===== config.mk =====
export PLATFORM = sky130hd
export DESIGN_NAME = uf_ctrl
export DESIGN_NICKNAME = d
export VERILOG_FILES = /design/src/design/uf_pkg.sv /design/src/design/uf_ctrl.sv
export SDC_FILE = /design/constraint.sdc
export NUM_CORES = 1
export LEC_CHECK = 0
export BUFFER_PORTS_ARGS = -buffer_cell sky130_fd_sc_hd__buf_2
export CAP_MARGIN = 20
export CORE_UTILIZATION = 50
export CTS_BUF_LIST = sky130_fd_sc_hd__clkbuf_4 sky130_fd_sc_hd__clkbuf_8 sky130_fd_sc_hd__clkbuf_16
export CTS_CLUSTER_SIZE = 14
export DETAILED_ROUTE_END_ITERATION = 10
export MAX_ROUTING_LAYER = met4
export PLACE_DENSITY_LB_ADDON = 0.2
export SLEW_MARGIN = 15
export SYNTH_ARGS = -nofsm -noshare
export SYNTH_HDL_FRONTEND = slang
export SYNTH_SLANG_ARGS = --single-unit

===== constraint.sdc =====
create_clock -name aclk -period 2.13 [get_ports aclk]
set_input_delay 0.3195 -clock aclk [delete_from_list [all_inputs] [get_ports aclk]]
set_output_delay 0.3195 -clock aclk [all_outputs]
set_load 0.05 [all_outputs]

===== src/design/uf_pkg.sv =====
package uf_pkg;

    localparam int DEF_NUM_ELEMENTS = 1024;

    // Fixed field widths of the stream words.
    localparam int ELEM_W     = 10;
    localparam int SIZE_OUT_W = 11;
    localparam int ROOT_OUT_W = 10;
    localparam int S_TDATA_W  = 24;
    localparam int M_TDATA_W  = 24;

    // Operation codes carried in s_tuser.
    localparam logic MODE_UNITE = 1'b0;
    localparam logic MODE_QUERY = 1'b1;

    // Commands from the sequencer to the datapath.
    typedef struct packed {
        logic load;          // capture a new word, start at the first element
        logic clr_step;      // write one entry of the post-reset clearing pass
        logic sel_b;         // the second element's lookup is in progress
        logic cur_from_elem; // restart the cursor at the selected element
        logic cur_load_b;    // move the cursor to the second element
        logic cur_from_up;   // step the cursor to the parent just read
        logic set_root;      // the cursor is the root of the selected element
        logic cmp_write;     // point the cursor's entry at the selected root
        logic size_rd_b;     // read the second root's size instead of the first
        logic cap_sa;        // hold the first root's size
        logic link;          // merge the sets if needed and load the result
    } uf_cmd_t;

    // Status from the datapath to the sequencer.
    typedef struct packed {
        logic is_root;  // the parent just read equals the cursor
        logic at_root;  // the cursor has reached the selected root
        logic clr_last; // the clearing pass is at its last entry
    } uf_status_t;

endpackage


===== src/design/uf_ctrl.sv =====
module uf_ctrl (
    input  logic               aclk,
    input  logic               aresetn,
    input  logic               s_tvalid,
    output logic               s_tready,
    output logic               m_tvalid,
    input  logic               m_tready,
    input  uf_pkg::uf_status_t status,
    output uf_pkg::uf_cmd_t    cmd
);
    import uf_pkg::*;

    typedef enum logic [8:0] {
        ST_CLEAR    = 9'b000000001,
        ST_IDLE     = 9'b000000010,
        ST_WALK_RD  = 9'b000000100,
        ST_WALK_CHK = 9'b000001000,
        ST_CMP_RD   = 9'b000010000,
        ST_CMP_CHK  = 9'b000100000,
        ST_SIZE_A   = 9'b001000000,
        ST_SIZE_B   = 9'b010000000,
        ST_LINK     = 9'b100000000
    } state_t;

    state_t state_reg, state_next;
    logic   sel_b_reg, sel_b_next;
    logic   m_valid_reg, m_valid_next;
    logic   out_free;

    assign out_free = !m_valid_reg || m_tready;

    always_comb begin
        state_next   = state_reg;
        sel_b_next   = sel_b_reg;
        m_valid_next = m_valid_reg && !m_tready;
        cmd          = '0;
        cmd.sel_b    = sel_b_reg;
        s_tready     = 1'b0;
        unique case (state_reg)
            ST_CLEAR: begin
                cmd.clr_step = 1'b1;
                if (status.clr_last) begin
                    state_next = ST_IDLE;
                end
            end
            ST_IDLE: begin
                s_tready = 1'b1;
                if (s_tvalid) begin
                    cmd.load   = 1'b1;
                    sel_b_next = 1'b0;
                    state_next = ST_WALK_RD;
                end
            end
            ST_WALK_RD: begin
                state_next = ST_WALK_CHK;
            end
            ST_WALK_CHK: begin
                if (status.is_root) begin
                    cmd.set_root      = 1'b1;
                    cmd.cur_from_elem = 1'b1;
                    state_next        = ST_CMP_RD;
                end else begin
                    cmd.cur_from_up = 1'b1;
                    state_next      = ST_WALK_RD;
                end
            end
            ST_CMP_RD: begin
                state_next = ST_CMP_CHK;
            end
            ST_CMP_CHK: begin
                if (!status.at_root) begin
                    cmd.cmp_write   = 1'b1;
                    cmd.cur_from_up = 1'b1;
                    state_next      = ST_CMP_RD;
                end else if (!sel_b_reg) begin
                    cmd.cur_load_b = 1'b1;
                    sel_b_next     = 1'b1;
                    state_next     = ST_WALK_RD;
                end else begin
                    state_next = ST_SIZE_A;
                end
            end
            ST_SIZE_A: begin
                state_next = ST_SIZE_B;
            end
            ST_SIZE_B: begin
                cmd.size_rd_b = 1'b1;
                cmd.cap_sa    = 1'b1;
                state_next    = ST_LINK;
            end
            ST_LINK: begin
                // The second size stays on the read port until the result
                // register is free.
                cmd.size_rd_b = 1'b1;
                if (out_free) begin
                    cmd.link     = 1'b1;
                    m_valid_next = 1'b1;
                    state_next   = ST_IDLE;
                end
            end
            default: begin
                state_next = ST_CLEAR;
            end
        endcase
    end

    always_ff @(posedge aclk) begin
        if (!aresetn) begin
            state_reg   <= ST_CLEAR;
            sel_b_reg   <= 1'b0;
            m_valid_reg <= 1'b0;
        end else begin
            state_reg   <= state_next;
            sel_b_reg   <= sel_b_next;
            m_valid_reg <= m_valid_next;
        end
    end

    assign m_tvalid = m_valid_reg;

    // Only one word is in flight inside the engine at a time.
    assert property (@(posedge aclk) disable iff (!aresetn)
        (s_tvalid && s_tready) |=> !s_tready)
        else $error("second word taken while busy");

    // A result appears only from the link step.
    assert property (@(posedge aclk) disable iff (!aresetn)
        $rose(m_valid_reg) |-> $past(state_reg == ST_LINK))
        else $error("result raised outside the link step");

    // The second lookup never starts before the first has finished.
    assert property (@(posedge aclk) disable iff (!aresetn)
        $rose(sel_b_reg) |-> $past(state_reg == ST_CMP_CHK && status.at_root))
        else $error("second lookup started early");

endmodule


# [After elaboration in Yosys (flattened, before gate mapping)]
# Index checks and enable logic that the tools add are counted.
[op_classes] reduce_logical=8 n_mux=29 n_eq_ne=13
[ops] cell="case mux 9 bit (9 select lines)" count=1
[ops] cell="2-to-1 mux 9 bit" count=4
[ops] cell="2-to-1 mux 1 bit" count=20
[ops] cell="== test 9 x 1 -> 1 bit (second input constant)" count=1
[ops] cell="== test 9 x 2 -> 1 bit (second input constant)" count=1
[ops] cell="== test 9 x 3 -> 1 bit (second input constant)" count=1
[ops] cell="== test 9 x 4 -> 1 bit (second input constant)" count=1
[ops] cell="== test 9 x 5 -> 1 bit (second input constant)" count=1
[ops] cell="== test 9 x 6 -> 1 bit (second input constant)" count=1
[ops] cell="== test 9 x 7 -> 1 bit (second input constant)" count=1
[ops] cell="== test 9 x 8 -> 1 bit (second input constant)" count=1
[ops] cell="== test 9 bit (second input constant)" count=1
[ops] cell="!= test 2 bit (second input constant)" count=4
[ops] cell="2-to-1 mux 7 bit" count=1
[ops] cell="AND reduction 3 bit" count=2
[ops] cell="2-to-1 mux 5 bit" count=1
[ops] cell="case mux 1 bit (2 select lines)" count=2
[ops] cell="logical NOT 1 bit" count=2
[ops] cell="nonzero test 2 bit" count=1
[ops] cell="OR reduction 2 bit" count=1
[ops] cell="logical AND 1 bit" count=1
[ops] cell="logical OR 1 bit" count=1
[word_totals] reg_bits=11 in_bits=7

# [Longest topological paths before layout]
[depth] depth_word=4 depth_mapped=6 mapped_depth_nobuf=4

# [Worst setup path before layout]
# OpenSTA, ideal clock, no wires.
[synth_path] path_type="flip-flop to output port" from="register state_reg[6]" to="output port cmd[5] (netlist name)" path_buffers=1 required_ns=1.811 slack_ns=-0.358 arrival_time_ns=2.168 stages_incl_launch_ff=6 path_cell_list="dfxtp_1 buf_2 nor4_2 and2_1 nand3_1 o21ai_0"
[synth_lines] item="from (decl)" line_no="uf_ctrl.sv:25" rtl="state_t state_reg, state_next;"
[synth_lines] item="from (signal assigned)" line_no="uf_ctrl.sv:113" rtl="state_reg <= state_next;"
[synth_lines] item="to (decl)" line_no="uf_ctrl.sv:9" rtl="output uf_pkg::uf_cmd_t cmd"

==> results_dict.tcl <==
set metrics [dict create \
    grt_pass1_vias 648 \
    synth_area_leaders "dfxtp_1 (29%), inv_1 (4.0%), xor2_1 (3.5%)" \
    wl_per_cell_um 14.2 \
    crit_fanout 6 \
    tightestPinTransition_ns 0.377 \
    rsz0062_at_grt "yes" \
    clkTransAtPathRegs_ns 0.07 \
    synthTopCellsByCount "dfxtp_1 (11), inv_1 (8), nor2_1 (6), nand2_1 (4), nor3_1 (4)" \
    largest_reg_flops 9 \
    multi_input_area_um2 478 \
    cts_made_buffers 3 \
    hp-start "aresetn" \
    coreArea_um2 1350 \
    cts_tree "built" \
    r2r_slack_ns 0.45 \
    ff2ff_path_depth 5 \
    synth_top_area_share_pct 29.4 \
    grt_pass1_wl_um 2920 \
    critPathRequiredTime_ns 1.81 \
    grtUsageTotal_pct 28.1 \
    setup.worst_path.start_class "flip-flop" \
    seq_area_um2 225 \
    num_io_pins 20 \
    final_util_pct 72.0 \
    placed_cells 124 \
    cts.sinks 11 \
    fp.dieArea_um2 1660 \
    syn_inst 91 \
    maxCapViolations 0 \
    cp.arrival_ns 1.80 \
    ys.flop_type "dfxtp_1" \
    vias 769 \
    die_w_um 40.7 \
    instances_no_fill 132 \
    area_growth_pct 29.7 \
    drive_above_1_share_pct 40.2 \
    timing.final.crit_share_pct 99.7 \
    synth_top_cell_by_area "dfxtp_1" \
    slew_viol_final 0 \
    clock_latency_ns 0.27 \
    hold_path_end "state_reg[0]$_SDFFE_PN1P_" \
    numPortBuffers 19 \
    r2r-start "state_reg[7]$_SDFFE_PN0P_" \
    final.setup_skew_ns 0.000417 \
    whs_path_depth 2 \
    setup_viol_count_final 0 \
    antenna_found_initial 0 \
    drt-total-wl_um 1870 \
    cts-htree-levels 1 \
    synthArstFlopShare_pct 0 \
    crit_start "state_reg[7]$_SDFFE_PN0P_" \
    synth_cell_types 40 \
    cts_buffer_depth 2 \
    finalHoldViolCount 0 \
    drtPass1Iterations 4 \
    synth_nets 98 \
    synth_edf_count 0 \
    dr.first_iter.drc_count 25 \
    power_leakage_uw 0.000462 \
    grt_start_max_net_pins 11 \
    yosysMostFrequentCell "dfxtp_1" \
    fill_cells 108 \
    maxSlewHeadroom_pct 74.9 \
    ctsRootBufferMaster "clkbuf_4" \
    period_minus_slack_ns 2.12 \
    crit_path_end_kind "primary output" \
    initial_utilization_pct 55.5 \
    powerDensity_nw_per_um2 614 \
    place_congestion 0.885 \
    syn_area_per_cell_um2 8.24 \
    fp-row-count 13 \
    drc_errors 0 \
    r2r-end "state_reg[4]$_SDFFE_PN0P_" \
    max_freq_mhz 471 \
    ys_seq_area_share_pct 29.4 \
    diodes 0 \
    syn_area_um2 749 \
    nets 125 \
    ys_warn_count 0 \
    via_per_inst 5.83 \
    overflow 0 \
    peakVddDrop_mv 0.405 \
    hold_class "input pin to flip-flop" \
    critical_path_class "flip-flop to primary output" \
    ant_nets 0 \
    synth_seq_cells 11 \
    outcome "complete, no violations" \
    dp_hpwl_um 1410 \
    die_h_um 40.7 \
]
## cell usage in the layout (no fill, tap or decap), drive strengths merged, types with 3 or more instances in the layout
cell    count
a211oi      3
and2        3
buf        28
clkbuf      4
dfxtp      11
inv         8
nand2       4
nand2b      3
nand3       3
nand4       3
nor2        7
nor2b       3
nor3        4
nor4        6
xor2        3
## final cells by class
type                    count  share of cell area (%)
well taps                  15                    1.93
multi-input cells          66                    49.2
inverters                   8                    3.09
flip-flops and latches     11                    23.2
clock buffers               4                    3.09
repair buffers             28                    19.6
## stage by stage
stage	TNS, ns	power [uW]	worst slack [ns]	area, um^2	hold WS [ns]
final	0	597	0.00686	972	0.302
after global routing	-0.374	633	-0.0883	972	0.294
after CTS	-0.0115	599	-0.0115	951	0.297
after detailed placement	0	432	0.142	865	0.498
after global placement	0	427	0.192	865	0.486
after floorplan	0	390	0.0182	753	0.418
## metal layers
metal | vias to the layer above | part of all wire [%] | global-route usage, %
met1 | 355 | 46 | 33.0
li1 | 381 | - | -
met4 | 0 | 1.0 | 15.0
met3 | 2 | 4.9 | 6.52
met5 | - | 0 | -
met2 | 31 | 48 | 44.0
## worst max-delay path, stage by stage, from the launching register on
cell     delay, ns
dfxtp_4       0.38
or4_4         0.57
nor4_4        0.19
nand2_2       0.10
nor2_2        0.13
buf_6         0.16
## repair_timing
item / CTS / global route
hold buffers: 0 / 0
pin swaps: 1 / 0
gates resized for setup: 10 / 5
setup endpoints to repair: 8 / 9
setup buffers: 3 / 1
## report_power, final
group | total [uW] | switching, uW | internal (uW)
sequential | 228 | 14.0 | 214
combinational | 209 | 129 | 79.4
clock | 160 | 75.0 | 85.3
## worst max-delay path by stage
stage,slack (ns),end,cells after the start
floorplan,0.02,cmd[5],5
global placement,0.19,cmd[0],5
detailed placement,0.14,cmd[0],5
CTS,-0.01,cmd[0],5
global route,-0.09,cmd[0],5
finish,0.007,cmd[0],5
## cell families (layout without fill, tap and decap cells)
logic type             after synthesis  after routing  share of synthesized area (%)
flip-flops                          11             11                           29.4
buffers and inverters               14             40                           9.35
AND/OR/NAND/NOR                     47             47                           41.4
AO/OA/AOI/OAI                       16             16                           16.4
XOR/XNOR                             3              3                           3.51
Power figures use the tool's default switching activity.
